===== config.mk =====
export PLATFORM = sky130hd
export DESIGN_NAME = four_register_instruction_executor
export DESIGN_NICKNAME = d
export VERILOG_FILES = /design/src/rtl/core/frie_pkg.sv /design/src/rtl/core/frie_front.sv /design/src/rtl/core/frie_queue.sv /design/src/rtl/core/frie_div.sv /design/src/rtl/core/frie_back.sv /design/src/rtl/core/four_register_instruction_executor.sv
export VERILOG_INCLUDE_DIRS = /design/src /design/src/rtl/core
export SDC_FILE = /design/constraint.sdc
export NUM_CORES = 2
export LEC_CHECK = 0
export BUFFER_PORTS_ARGS = -buffer_cell sky130_fd_sc_hd__buf_4
export CORE_MARGIN = 4
export CORE_UTILIZATION = 55
export DETAILED_ROUTE_END_ITERATION = 10
export GPL_TIMING_DRIVEN = 0
export HOLD_SLACK_MARGIN = 0.12
export PLACE_DENSITY = 0.77
export SETUP_SLACK_MARGIN = 0.15
export SYNTH_ARGS = -nofsm -noshare
export SYNTH_HDL_FRONTEND = slang
export SYNTH_SLANG_ARGS = --single-unit

===== constraint.sdc =====
create_clock -name clk_i -period 14 [get_ports clk_i]
set_clock_uncertainty 0.2 [all_clocks]
set_input_delay 1.4 -clock clk_i [delete_from_list [all_inputs] [get_ports clk_i]]
set_output_delay 1.4 -clock clk_i [all_outputs]
set_load 0.02 [all_outputs]

===== src/rtl/core/four_register_instruction_executor_macros.svh =====
// Assertion macros used by the instruction executor top level.
`ifndef FOUR_REGISTER_INSTRUCTION_EXECUTOR_MACROS_SVH
`define FOUR_REGISTER_INSTRUCTION_EXECUTOR_MACROS_SVH

// Same-cycle implication, sampled on clk_i and disabled while rst_ni is low.
`define FRIE_ASSERT_IMP(lbl, ante, cons, msg) \
  lbl: assert property (@(posedge clk_i) disable iff (!rst_ni) (ante) |-> (cons)) \
    else $error(msg);

// Next-cycle implication, sampled on clk_i and disabled while rst_ni is low.
`define FRIE_ASSERT_NXT(lbl, ante, cons, msg) \
  lbl: assert property (@(posedge clk_i) disable iff (!rst_ni) (ante) |=> (cons)) \
    else $error(msg);

`endif


===== src/rtl/core/frie_pkg.sv =====
// Types, codes and constants shared by the instruction executor modules.
package frie_pkg;

  // Datapath sizes.
  localparam int REG_WIDTH   = 32;
  localparam int COUNT_WIDTH = 16;
  localparam int NUM_REGS    = 4;
  localparam int REG_IDX_W   = $clog2(NUM_REGS);
  localparam int DIV_CNT_W   = $clog2(REG_WIDTH);

  // Command queue between the front and back ends.
  localparam int QUEUE_DEPTH = 2;
  localparam int QUEUE_PTR_W = (QUEUE_DEPTH > 1) ? $clog2(QUEUE_DEPTH) : 1;
  localparam int QUEUE_CNT_W = $clog2(QUEUE_DEPTH + 1);

  // Input action codes.
  localparam logic [3:0] ACT_MOV     = 4'd0;
  localparam logic [3:0] ACT_ADD     = 4'd1;
  localparam logic [3:0] ACT_SUB     = 4'd2;
  localparam logic [3:0] ACT_MUL     = 4'd3;
  localparam logic [3:0] ACT_DIV     = 4'd4;
  localparam logic [3:0] ACT_INC     = 4'd5;
  localparam logic [3:0] ACT_DEC     = 4'd6;
  localparam logic [3:0] ACT_END     = 4'd7;
  localparam logic [3:0] ACT_RESTART = 4'd9;

  // Highest legal destination register code.
  localparam logic [2:0] DEST_MAX = 3'd3;

  // Source operand kinds.
  localparam logic [1:0] KIND_REG = 2'd0;
  localparam logic [1:0] KIND_IMM = 2'd1;

  // Result status codes.
  typedef enum logic [2:0] {
    STAT_OK      = 3'd0,
    STAT_DIVZERO = 3'd1,
    STAT_BADOPND = 3'd2,
    STAT_BADREG  = 3'd3,
    STAT_BADOP   = 3'd4,
    STAT_END     = 3'd5,
    STAT_HALTED  = 3'd6
  } status_e;

  // Classified operation handed from the front end to the back end.
  typedef enum logic [3:0] {
    OP_MOV,
    OP_ADD,
    OP_SUB,
    OP_MUL,
    OP_DIV,
    OP_INC,
    OP_DEC,
    OP_END,
    OP_BADOP,
    OP_BADREG,
    OP_BADOPND,
    OP_RESTART
  } op_e;

  // One input beat.
  typedef struct packed {
    logic [3:0]  action;
    logic [2:0]  dest_reg;
    logic [1:0]  src_kind;
    logic [1:0]  src_reg;
    logic [30:0] immediate;
  } item_t;

  // One result beat.
  typedef struct packed {
    logic signed [REG_WIDTH-1:0] reg_a;
    logic signed [REG_WIDTH-1:0] reg_b;
    logic signed [REG_WIDTH-1:0] reg_c;
    logic signed [REG_WIDTH-1:0] reg_d;
    logic [COUNT_WIDTH-1:0]      program_count;
    status_e                     status;
  } result_t;

  // Decoded command.
  typedef struct packed {
    op_e                  op;
    logic [REG_IDX_W-1:0] dest;
    logic                 src_imm;
    logic [REG_IDX_W-1:0] src_reg;
    logic [REG_WIDTH-1:0] imm_val;
  } cmd_t;

  // Divider request and response.
  typedef struct packed {
    logic                 start;
    logic [REG_WIDTH-1:0] dividend;
    logic [REG_WIDTH-1:0] divisor;
  } div_req_t;

  typedef struct packed {
    logic                 busy;
    logic                 done;
    logic [REG_WIDTH-1:0] quotient;
  } div_rsp_t;

endpackage


===== src/rtl/core/frie_front.sv =====
// Front end: accepts input beats and classifies them into commands.
module frie_front import frie_pkg::*; (
  input  logic  clk_i,
  input  logic  rst_ni,
  input  logic  push_i,
  input  item_t item_i,
  output logic  full_o,
  output logic  cmd_valid_o,
  output cmd_t  cmd_o,
  input  logic  cmd_ready_i
);

  logic  valid_q, valid_d;
  cmd_t  cmd_q;
  cmd_t  cmd_class;
  logic  accept;

  // The holding register frees up whenever the queue takes its command.
  assign full_o      = valid_q && !cmd_ready_i;
  assign accept      = push_i && !full_o;
  assign cmd_valid_o = valid_q;
  assign cmd_o       = cmd_q;

  // Classification follows the priority of the instruction checks.
  always_comb begin
    cmd_class.dest    = item_i.dest_reg[REG_IDX_W-1:0];
    cmd_class.src_imm = (item_i.src_kind == KIND_IMM);
    cmd_class.src_reg = item_i.src_reg;
    cmd_class.imm_val = REG_WIDTH'(item_i.immediate);
    if (item_i.action == ACT_RESTART) begin
      cmd_class.op = OP_RESTART;
    end else if (item_i.action == ACT_END) begin
      cmd_class.op = OP_END;
    end else if (item_i.action > ACT_DEC) begin
      cmd_class.op = OP_BADOP;
    end else if (item_i.dest_reg > DEST_MAX) begin
      cmd_class.op = OP_BADREG;
    end else if (item_i.action == ACT_INC) begin
      cmd_class.op = OP_INC;
    end else if (item_i.action == ACT_DEC) begin
      cmd_class.op = OP_DEC;
    end else if (item_i.src_kind != KIND_REG && item_i.src_kind != KIND_IMM) begin
      cmd_class.op = OP_BADOPND;
    end else begin
      unique case (item_i.action)
        ACT_MOV: cmd_class.op = OP_MOV;
        ACT_ADD: cmd_class.op = OP_ADD;
        ACT_SUB: cmd_class.op = OP_SUB;
        ACT_MUL: cmd_class.op = OP_MUL;
        ACT_DIV: cmd_class.op = OP_DIV;
        default: cmd_class.op = OP_BADOP;
      endcase
    end
  end

  // Valid flag of the holding register.
  always_comb begin
    valid_d = valid_q;
    if (cmd_ready_i) begin
      valid_d = 1'b0;
    end
    if (accept) begin
      valid_d = 1'b1;
    end
  end

  always_ff @(posedge clk_i or negedge rst_ni) begin
    if (!rst_ni) begin
      valid_q <= 1'b0;
    end else begin
      valid_q <= valid_d;
    end
  end

  // Command payload.
  always_ff @(posedge clk_i) begin
    if (accept) begin
      cmd_q <= cmd_class;
    end
  end

endmodule


===== src/rtl/core/frie_queue.sv =====
// Short command queue that decouples the front end from the back end.
module frie_queue import frie_pkg::*; (
  input  logic clk_i,
  input  logic rst_ni,
  input  logic wr_valid_i,
  input  cmd_t wr_data_i,
  output logic wr_ready_o,
  output logic rd_valid_o,
  output cmd_t rd_data_o,
  input  logic rd_pop_i
);

  cmd_t                   entries_q [QUEUE_DEPTH];
  logic [QUEUE_PTR_W-1:0] wr_ptr_q, wr_ptr_d;
  logic [QUEUE_PTR_W-1:0] rd_ptr_q, rd_ptr_d;
  logic [QUEUE_CNT_W-1:0] count_q, count_d;
  logic                   do_wr;
  logic                   do_rd;

  assign wr_ready_o = (count_q != QUEUE_CNT_W'(QUEUE_DEPTH));
  assign rd_valid_o = (count_q != '0);
  assign rd_data_o  = entries_q[rd_ptr_q];
  assign do_wr      = wr_valid_i && wr_ready_o;
  assign do_rd      = rd_pop_i && rd_valid_o;

  // Pointer and fill count update.
  always_comb begin
    wr_ptr_d = wr_ptr_q;
    rd_ptr_d = rd_ptr_q;
    count_d  = count_q;
    if (do_wr) begin
      wr_ptr_d = (wr_ptr_q == QUEUE_PTR_W'(QUEUE_DEPTH - 1)) ? '0 : wr_ptr_q + 1'b1;
    end
    if (do_rd) begin
      rd_ptr_d = (rd_ptr_q == QUEUE_PTR_W'(QUEUE_DEPTH - 1)) ? '0 : rd_ptr_q + 1'b1;
    end
    if (do_wr && !do_rd) begin
      count_d = count_q + 1'b1;
    end else if (do_rd && !do_wr) begin
      count_d = count_q - 1'b1;
    end
  end

  always_ff @(posedge clk_i or negedge rst_ni) begin
    if (!rst_ni) begin
      wr_ptr_q <= '0;
      rd_ptr_q <= '0;
      count_q  <= '0;
    end else begin
      wr_ptr_q <= wr_ptr_d;
      rd_ptr_q <= rd_ptr_d;
      count_q  <= count_d;
    end
  end

  // Entry storage.
  always_ff @(posedge clk_i) begin
    if (do_wr) begin
      entries_q[wr_ptr_q] <= wr_data_i;
    end
  end

endmodule


===== src/rtl/core/frie_div.sv =====
// Radix-2 restoring signed divider, one quotient bit per cycle.
module frie_div import frie_pkg::*; (
  input  logic     clk_i,
  input  logic     rst_ni,
  input  div_req_t req_i,
  output div_rsp_t rsp_o
);

  typedef enum logic [1:0] {
    DV_IDLE,
    DV_RUN,
    DV_DONE
  } dv_state_e;

  dv_state_e              state_q, state_d;
  logic [DIV_CNT_W-1:0]   cnt_q, cnt_d;
  logic [REG_WIDTH-1:0]   rem_q, rem_d;
  logic [REG_WIDTH-1:0]   quo_q, quo_d;
  logic [REG_WIDTH-1:0]   dvs_q, dvs_d;
  logic                   neg_q, neg_d;
  logic [REG_WIDTH:0]     trial;
  logic [REG_WIDTH:0]     diff;

  // One restoring step: shift in the next dividend bit and try a subtract.
  assign trial = {rem_q, quo_q[REG_WIDTH-1]};
  assign diff  = trial - {1'b0, dvs_q};

  always_comb begin
    state_d = state_q;
    cnt_d   = cnt_q;
    rem_d   = rem_q;
    quo_d   = quo_q;
    dvs_d   = dvs_q;
    neg_d   = neg_q;
    unique case (state_q)
      DV_IDLE: begin
        if (req_i.start) begin
          quo_d   = req_i.dividend[REG_WIDTH-1] ? (~req_i.dividend) + 1'b1 : req_i.dividend;
          dvs_d   = req_i.divisor[REG_WIDTH-1] ? (~req_i.divisor) + 1'b1 : req_i.divisor;
          rem_d   = '0;
          neg_d   = req_i.dividend[REG_WIDTH-1] ^ req_i.divisor[REG_WIDTH-1];
          cnt_d   = DIV_CNT_W'(REG_WIDTH - 1);
          state_d = DV_RUN;
        end
      end
      DV_RUN: begin
        if (!diff[REG_WIDTH]) begin
          rem_d = diff[REG_WIDTH-1:0];
          quo_d = {quo_q[REG_WIDTH-2:0], 1'b1};
        end else begin
          rem_d = trial[REG_WIDTH-1:0];
          quo_d = {quo_q[REG_WIDTH-2:0], 1'b0};
        end
        if (cnt_q == '0) begin
          state_d = DV_DONE;
        end else begin
          cnt_d = cnt_q - 1'b1;
        end
      end
      DV_DONE: begin
        state_d = DV_IDLE;
      end
      default: begin
        state_d = DV_IDLE;
      end
    endcase
  end

  // Control state.
  always_ff @(posedge clk_i or negedge rst_ni) begin
    if (!rst_ni) begin
      state_q <= DV_IDLE;
    end else begin
      state_q <= state_d;
    end
  end

  // Datapath registers.
  always_ff @(posedge clk_i) begin
    cnt_q <= cnt_d;
    rem_q <= rem_d;
    quo_q <= quo_d;
    dvs_q <= dvs_d;
    neg_q <= neg_d;
  end

  // The sign is applied to the magnitude quotient on the way out.
  assign rsp_o.busy     = (state_q != DV_IDLE);
  assign rsp_o.done     = (state_q == DV_DONE);
  assign rsp_o.quotient = neg_q ? (~quo_q) + 1'b1 : quo_q;

endmodule


===== src/rtl/core/frie_back.sv =====
// Back end: register file, execution sequencer and result register.
module frie_back import frie_pkg::*; (
  input  logic     clk_i,
  input  logic     rst_ni,
  input  logic     cmd_valid_i,
  input  cmd_t     cmd_i,
  output logic     cmd_pop_o,
  output div_req_t div_req_o,
  input  div_rsp_t div_rsp_i,
  output logic     res_empty_o,
  input  logic     res_pop_i,
  output result_t  res_o
);

  typedef enum logic [1:0] {
    BK_IDLE,
    BK_EXEC,
    BK_DIV
  } bk_state_e;

  bk_state_e              state_q, state_d;
  cmd_t                   cmd_q, cmd_d;
  logic [REG_WIDTH-1:0]   opd_q, opd_d;
  logic [REG_WIDTH-1:0]   ops_q, ops_d;
  logic [REG_WIDTH-1:0]   regs_q [NUM_REGS];
  logic [REG_WIDTH-1:0]   regs_d [NUM_REGS];
  logic [COUNT_WIDTH-1:0] count_q, count_d;
  logic                   halted_q, halted_d;
  logic                   out_valid_q, out_valid_d;
  result_t                out_q, out_d;
  logic [REG_WIDTH-1:0]   alu_res;
  logic                   load_out;
  status_e                status;

  // Combinational arithmetic on the registered operands.
  always_comb begin
    unique case (cmd_q.op)
      OP_MOV:  alu_res = ops_q;
      OP_ADD:  alu_res = opd_q + ops_q;
      OP_SUB:  alu_res = opd_q - ops_q;
      OP_MUL:  alu_res = opd_q * ops_q;
      OP_INC:  alu_res = opd_q + 1'b1;
      OP_DEC:  alu_res = opd_q - 1'b1;
      default: alu_res = opd_q;
    endcase
  end

  // Sequencer: read operands, execute, then wait for the divider if needed.
  always_comb begin
    state_d     = state_q;
    cmd_d       = cmd_q;
    opd_d       = opd_q;
    ops_d       = ops_q;
    regs_d      = regs_q;
    count_d     = count_q;
    halted_d    = halted_q;
    out_valid_d = out_valid_q && !res_pop_i;
    out_d       = out_q;
    cmd_pop_o   = 1'b0;
    load_out    = 1'b0;
    status      = STAT_OK;
    div_req_o.start    = 1'b0;
    div_req_o.dividend = opd_q;
    div_req_o.divisor  = ops_q;

    unique case (state_q)
      BK_IDLE: begin
        if (cmd_valid_i && (!out_valid_q || res_pop_i)) begin
          cmd_pop_o = 1'b1;
          cmd_d     = cmd_i;
          opd_d     = regs_q[cmd_i.dest];
          ops_d     = cmd_i.src_imm ? cmd_i.imm_val : regs_q[cmd_i.src_reg];
          state_d   = BK_EXEC;
        end
      end
      BK_EXEC: begin
        state_d  = BK_IDLE;
        load_out = 1'b1;
        if (cmd_q.op == OP_RESTART) begin
          for (int i = 0; i < NUM_REGS; i++) begin
            regs_d[i] = '0;
          end
          count_d  = '0;
          halted_d = 1'b0;
        end else if (halted_q) begin
          status = STAT_HALTED;
        end else begin
          case (cmd_q.op)
            OP_END: begin
              count_d  = '0;
              halted_d = 1'b1;
              status   = STAT_END;
            end
            OP_BADOP: begin
              count_d  = '0;
              halted_d = 1'b1;
              status   = STAT_BADOP;
            end
            OP_BADREG: begin
              count_d  = '0;
              halted_d = 1'b1;
              status   = STAT_BADREG;
            end
            OP_BADOPND: begin
              count_d  = '0;
              halted_d = 1'b1;
              status   = STAT_BADOPND;
            end
            OP_DIV: begin
              count_d = count_q + 1'b1;
              if (ops_q == '0) begin
                status = STAT_DIVZERO;
              end else begin
                div_req_o.start = 1'b1;
                load_out        = 1'b0;
                state_d         = BK_DIV;
              end
            end
            default: begin
              regs_d[cmd_q.dest] = alu_res;
              count_d            = count_q + 1'b1;
            end
          endcase
        end
      end
      BK_DIV: begin
        if (div_rsp_i.done) begin
          regs_d[cmd_q.dest] = div_rsp_i.quotient;
          load_out           = 1'b1;
          state_d            = BK_IDLE;
        end
      end
      default: begin
        state_d = BK_IDLE;
      end
    endcase

    // The result shows the architectural state after this instruction.
    if (load_out) begin
      out_valid_d         = 1'b1;
      out_d.reg_a         = regs_d[0];
      out_d.reg_b         = regs_d[1];
      out_d.reg_c         = regs_d[2];
      out_d.reg_d         = regs_d[3];
      out_d.program_count = count_d;
      out_d.status        = status;
    end
  end

  // Control state and architectural registers.
  always_ff @(posedge clk_i or negedge rst_ni) begin
    if (!rst_ni) begin
      state_q     <= BK_IDLE;
      out_valid_q <= 1'b0;
      count_q     <= '0;
      halted_q    <= 1'b0;
      for (int i = 0; i < NUM_REGS; i++) begin
        regs_q[i] <= '0;
      end
    end else begin
      state_q     <= state_d;
      out_valid_q <= out_valid_d;
      count_q     <= count_d;
      halted_q    <= halted_d;
      regs_q      <= regs_d;
    end
  end

  // Command, operand and result payload.
  always_ff @(posedge clk_i) begin
    cmd_q <= cmd_d;
    opd_q <= opd_d;
    ops_q <= ops_d;
    out_q <= out_d;
  end

  assign res_empty_o = !out_valid_q;
  assign res_o       = out_q;

endmodule


===== src/rtl/core/four_register_instruction_executor.sv =====
// Path of a beat: front holding register, command queue, operand read, execute, result register.
// The back end takes no new instruction until the last has passed its operand read and execute steps.
// A divide by a nonzero value also waits for the divider, which makes one quotient bit per cycle.
// A two-entry command queue lets the front end keep accepting while the back end works.
// Asynchronous reset clears the registers, the count, the halt flag and the command queue.
// No clearing pass follows reset; the block accepts beats in the first cycle after it.
`include "four_register_instruction_executor_macros.svh"

module four_register_instruction_executor import frie_pkg::*; (
  input  logic    clk_i,
  input  logic    rst_ni,
  input  logic    push,
  input  item_t   item_i,
  output logic    full,
  output logic    empty,
  input  logic    pop,
  output result_t result_o
);

  logic     front_valid;
  cmd_t     front_cmd;
  logic     q_ready;
  logic     q_valid;
  cmd_t     q_head;
  logic     q_pop;
  div_req_t div_req;
  div_rsp_t div_rsp;

  // Front end: accept and classify.
  frie_front u_front (
    .clk_i       (clk_i),
    .rst_ni      (rst_ni),
    .push_i      (push),
    .item_i      (item_i),
    .full_o      (full),
    .cmd_valid_o (front_valid),
    .cmd_o       (front_cmd),
    .cmd_ready_i (q_ready)
  );

  // Command queue between the two halves.
  frie_queue u_queue (
    .clk_i      (clk_i),
    .rst_ni     (rst_ni),
    .wr_valid_i (front_valid),
    .wr_data_i  (front_cmd),
    .wr_ready_o (q_ready),
    .rd_valid_o (q_valid),
    .rd_data_o  (q_head),
    .rd_pop_i   (q_pop)
  );

  // Back end: execute and hold the result.
  frie_back u_back (
    .clk_i       (clk_i),
    .rst_ni      (rst_ni),
    .cmd_valid_i (q_valid),
    .cmd_i       (q_head),
    .cmd_pop_o   (q_pop),
    .div_req_o   (div_req),
    .div_rsp_i   (div_rsp),
    .res_empty_o (empty),
    .res_pop_i   (pop),
    .res_o       (result_o)
  );

  // Iterative divider used by the back end.
  frie_div u_div (
    .clk_i  (clk_i),
    .rst_ni (rst_ni),
    .req_i  (div_req),
    .rsp_o  (div_rsp)
  );

  // A new division starts only on an idle divider.
  `FRIE_ASSERT_IMP(a_div_start_idle, div_req.start, !div_rsp.busy, "divider restarted while busy")
  // The result slot stays free while a division is running.
  `FRIE_ASSERT_IMP(a_div_out_free, div_rsp.busy, empty, "result pending during a division")
  // A finished division shows up as a result in the next cycle.
  `FRIE_ASSERT_NXT(a_div_done_out, div_rsp.done, !empty, "division finished without a result")

endmodule


==> results.md <==
* Vias/cell at around 6.4
* Remaining antenna violation count after routing at 0
* Latest clock arrival within the worst-skew pair at between 0.6 and 0.7 ns
* Family with the most delay on the worst path: adder cells
* Area growth from synthesis to layout at 11.5%
* Placeable core region at between 80000 and 90000 um^2
* Outcome: complete, but fails checks
* Average cell area after synthesis at 10.2 um^2
* Setup slack of the critical path after layout at between 2 and 3 ns
* Number of standard cells in the layout, taps in and fillers out at 6070
* Async set-reset flop share out of synthesis at about a quarter
* Clock Tree Buf Depth at 3
* Share of layout cells above drive strength 1 at slightly below 8%
* R2R Setup Slk at between 2 and 3 ns
* Number of levels in the clock H-tree at 2
* Die width at around 300 um
* Setup TNS at 0 ns
* First-pass GRT wire length at roughly 250000 um
* Number of max-cap violations at 1
* End of the worst register-to-register path: u_back.res_o[114]
* Number of gates resized after cts at 0
* Total setup violations reported at the end of the flow at 0
* Worst setup slack before clock tree synthesis at around 3.2 ns
* Post-layout nets at around 5.5k
* EDFF count, synth at between 400 and 500
* Arrival time at the worst endpoint at between 10 and 15 ns
* Vert. Die Dim at 300 um
* Number of distinct library cells after synthesis at 77
* Worst hold path depth at 0
* Failing checks: capacitance limit, slew limit
* Final hold violations at 0
* Worst setup SP type: register
* Clk slew on worst S/H paths at ~0.070 ns
* Flip-flop and latch area at approximately 17000 um^2
* Avg WL per Cell at 27.4 um
* TritonCTS buffer count at roughly 60
* Post-Route Utilization at roughly 62%
* Endpoint kind of the worst setup timing path: register
* Library cell appearing most often on the critical path: fa_1
* Worst path bufs/invs at 4
* Routed Wire Length at ~170000 um
* Worst min-delay path class: reg -> reg
* Category of the most critical setup path: reg -> reg
* Final period utilization at 79.6%
* Worst relative slew slack at -3.35%
* Num rows at ~110
* Final HPWL DP at 129000 um
* Number of DRC markers after the initial detailed-route iteration at approximately 5.4k
* Largest net degree at the start of global routing at about 110
* Launch point of the worst hold path: u_front.cmd_o[17]
* Cell depth of the worst flop-to-flop path at 25
* RSZ-0062 raised after global routing: false
* Root buffer selected by CTS: clkbuf_16
* Largest driver fanout on the critical path at 10
* Total via count in the routed design at just under 40k
* All-layer global routing usage at a little under two fifths
* Yosys reg bits at slightly below 600
* Number of warning messages in the yosys log at 0
* Cell Count Post-Placement at between 5k and 6k
* Combined area of all synthesized cells at ~47000 um^2
* Number of global-route vias before repair at ~39k
* Effective utilization at floorplan at 55.8%
* Count of input and output buffers at about 190
* Antenna violations before repair at 6
* Maximum clock rate at ~90 MHz
* Final period demand of the worst path at about 11 ns
* Area of combinational cells with multiple inputs at between 20000 and 30000 um^2
* Top Ports at 195
* Number of instances in the synthesized netlist at ~4.6k
* Fill cell instance count of the final layout at 6838
* Routability congestion estimate from global placement at approximately 1.1
* Hold-fix buffer count after cts at 0
* Most used flip-flop cell after synthesis: edfxtp_1
* Remaining DRCs at 0
* CP Data Required Time at about 14 ns
* Nets in the synthesized netlist at roughly 5.3k
* Master of the slowest instance on the critical path: a211oi_1
* CTS tree: built
* R2R Path Start: u_back.ops_q[7]
* Max incr delay on CP at 1.00 ns
* Pins Over Slew Limit at 6
* Post CTS Setup Buffer Count at 0
* Global route total overflow at 0
* Endpoint of the worst hold-timing path: u_queue.entries_q[0][17]
* Transition at the pin with the smallest max-transition slack at approximately 1.5 ns
* Area enclosed by the die boundary at 89800 um^2
* Clock sink total at 594
* Pre-Repair DR Iteration Count at 7
* Sequential-to-total area share from yosys stat at between 30% and 40%
## area by class of cell
type / count / area share [%]
multi-input cells: 3274 / 51.7
flip-flops and latches: 594 / 32.7
repair buffers: 210 / 3.37
inverters: 460 / 3.31
clock buffers: 71 / 2.99
well taps: 1134 / 2.72
plain buffers: 283 / 2.07
clock inverters: 40 / 1.12
diodes: 4 / 0.0192
## placed cells by master, fill, tap and decap left out, drive strengths merged, types with 46 or more instances in the layout
master / n
a21o: 54
a21oi: 80
a221o: 46
a22oi: 57
a31oi: 47
and2: 325
buf: 228
clkbuf: 335
dfrtp: 155
edfxtp: 439
fa: 410
ha: 195
inv: 463
mux2i: 69
nand2: 669
nand2b: 47
nor2: 211
o21ai: 291
xnor2: 144
xor2: 81
## how the worst max path moves through the flow
stage                                from           endpoint  slack [ns]  cells after the start
after floorplan           u_back.ops_q[0]    u_back.res_o[0]        4.10                     14
final                     u_back.ops_q[7]  u_back.res_o[114]        2.85                     25
after CTS                 u_back.ops_q[7]  u_back.res_o[144]        3.10                     25
after detailed placement  u_back.ops_q[7]   u_back.res_o[82]        3.20                     25
after global placement    u_back.ops_q[0]   u_back.res_o[17]       -0.18                     14
after global routing      u_back.ops_q[7]   u_back.res_o[80]        2.82                     25
## metal layers
| layer | routed length [um] | GRT usage (%) | vias up |
|---|---|---|---|
| met4 | 14100 | 24.8 | 2 |
| met1 | 58500 | 45.2 | 18838 |
| met2 | 74600 | 57.4 | 2744 |
| met3 | 18900 | 9.15 | 727 |
| met5 | 13 | 0 | - |
| li1 | - | - | 16240 |
## through the flow
step / hold slack, ns / area, um^2
after detailed placement: 0.229 / 50000
after global routing: 0.248 / 52200
after CTS: 0.242 / 52200
after floorplan: 0.221 / 46800
after global placement: 0.223 / 49700
final: 0.243 / 52200
## cell families after synthesis
| family | count (synthesis) | share of synthesized area [%] |
|---|---|---|
| flops | 594 | 36.4 |
| buf+inv | 743 | 6.00 |
| simple gates | 1480 | 15.1 |
| compound gates | 858 | 12.4 |
| mux | 106 | 3.14 |
| xor+xnor | 225 | 4.21 |
| fa+ha+maj | 605 | 22.7 |
## cell usage after synthesis, types with 46 or more instances
| cell | number | area, um^2 |
|---|---|---|
| and2_1 | 324 | 2030 |
| a21o_1 | 54 | 405 |
| a21oi_1 | 79 | 395 |
| xnor2_1 | 144 | 1260 |
| nor2_1 | 211 | 792 |
| a221o_1 | 46 | 460 |
| o21ai_0 | 287 | 1440 |
| a31oi_1 | 47 | 294 |
| ha_1 | 195 | 2440 |
| mux2i_1 | 69 | 691 |
| dfrtp_1 | 155 | 3880 |
| edfxtp_1 | 439 | 13200 |
| nand2b_1 | 47 | 294 |
| fa_1 | 410 | 8210 |
| nand2_1 | 669 | 2510 |
| inv_1 | 460 | 1730 |
| xor2_1 | 81 | 709 |
| clkbuf_1 | 264 | 991 |
| a22oi_1 | 57 | 428 |
## sequential cells by signal, indices dropped and copies added, names as in the netlist, 2 cells and up
register / cells
u_div.quo_q: 32
u_queue.count_q: 2
u_div.dvs_q: 32
u_back.state_q: 2
u_div.cnt_q: 5
u_div.rem_q: 32
u_back.opd_q: 32
u_back.cmd_q: 6
u_back.res_o: 147
u_back.ops_q: 32
u_queue.entries_q: 80
u_div.state_q: 2
u_front.cmd_o: 40
u_back.regs_q: 128
u_back.count_q: 16
Power is not shown: default switching activity piles up to over one toggle a cycle in this logic, so the estimate is an artifact.
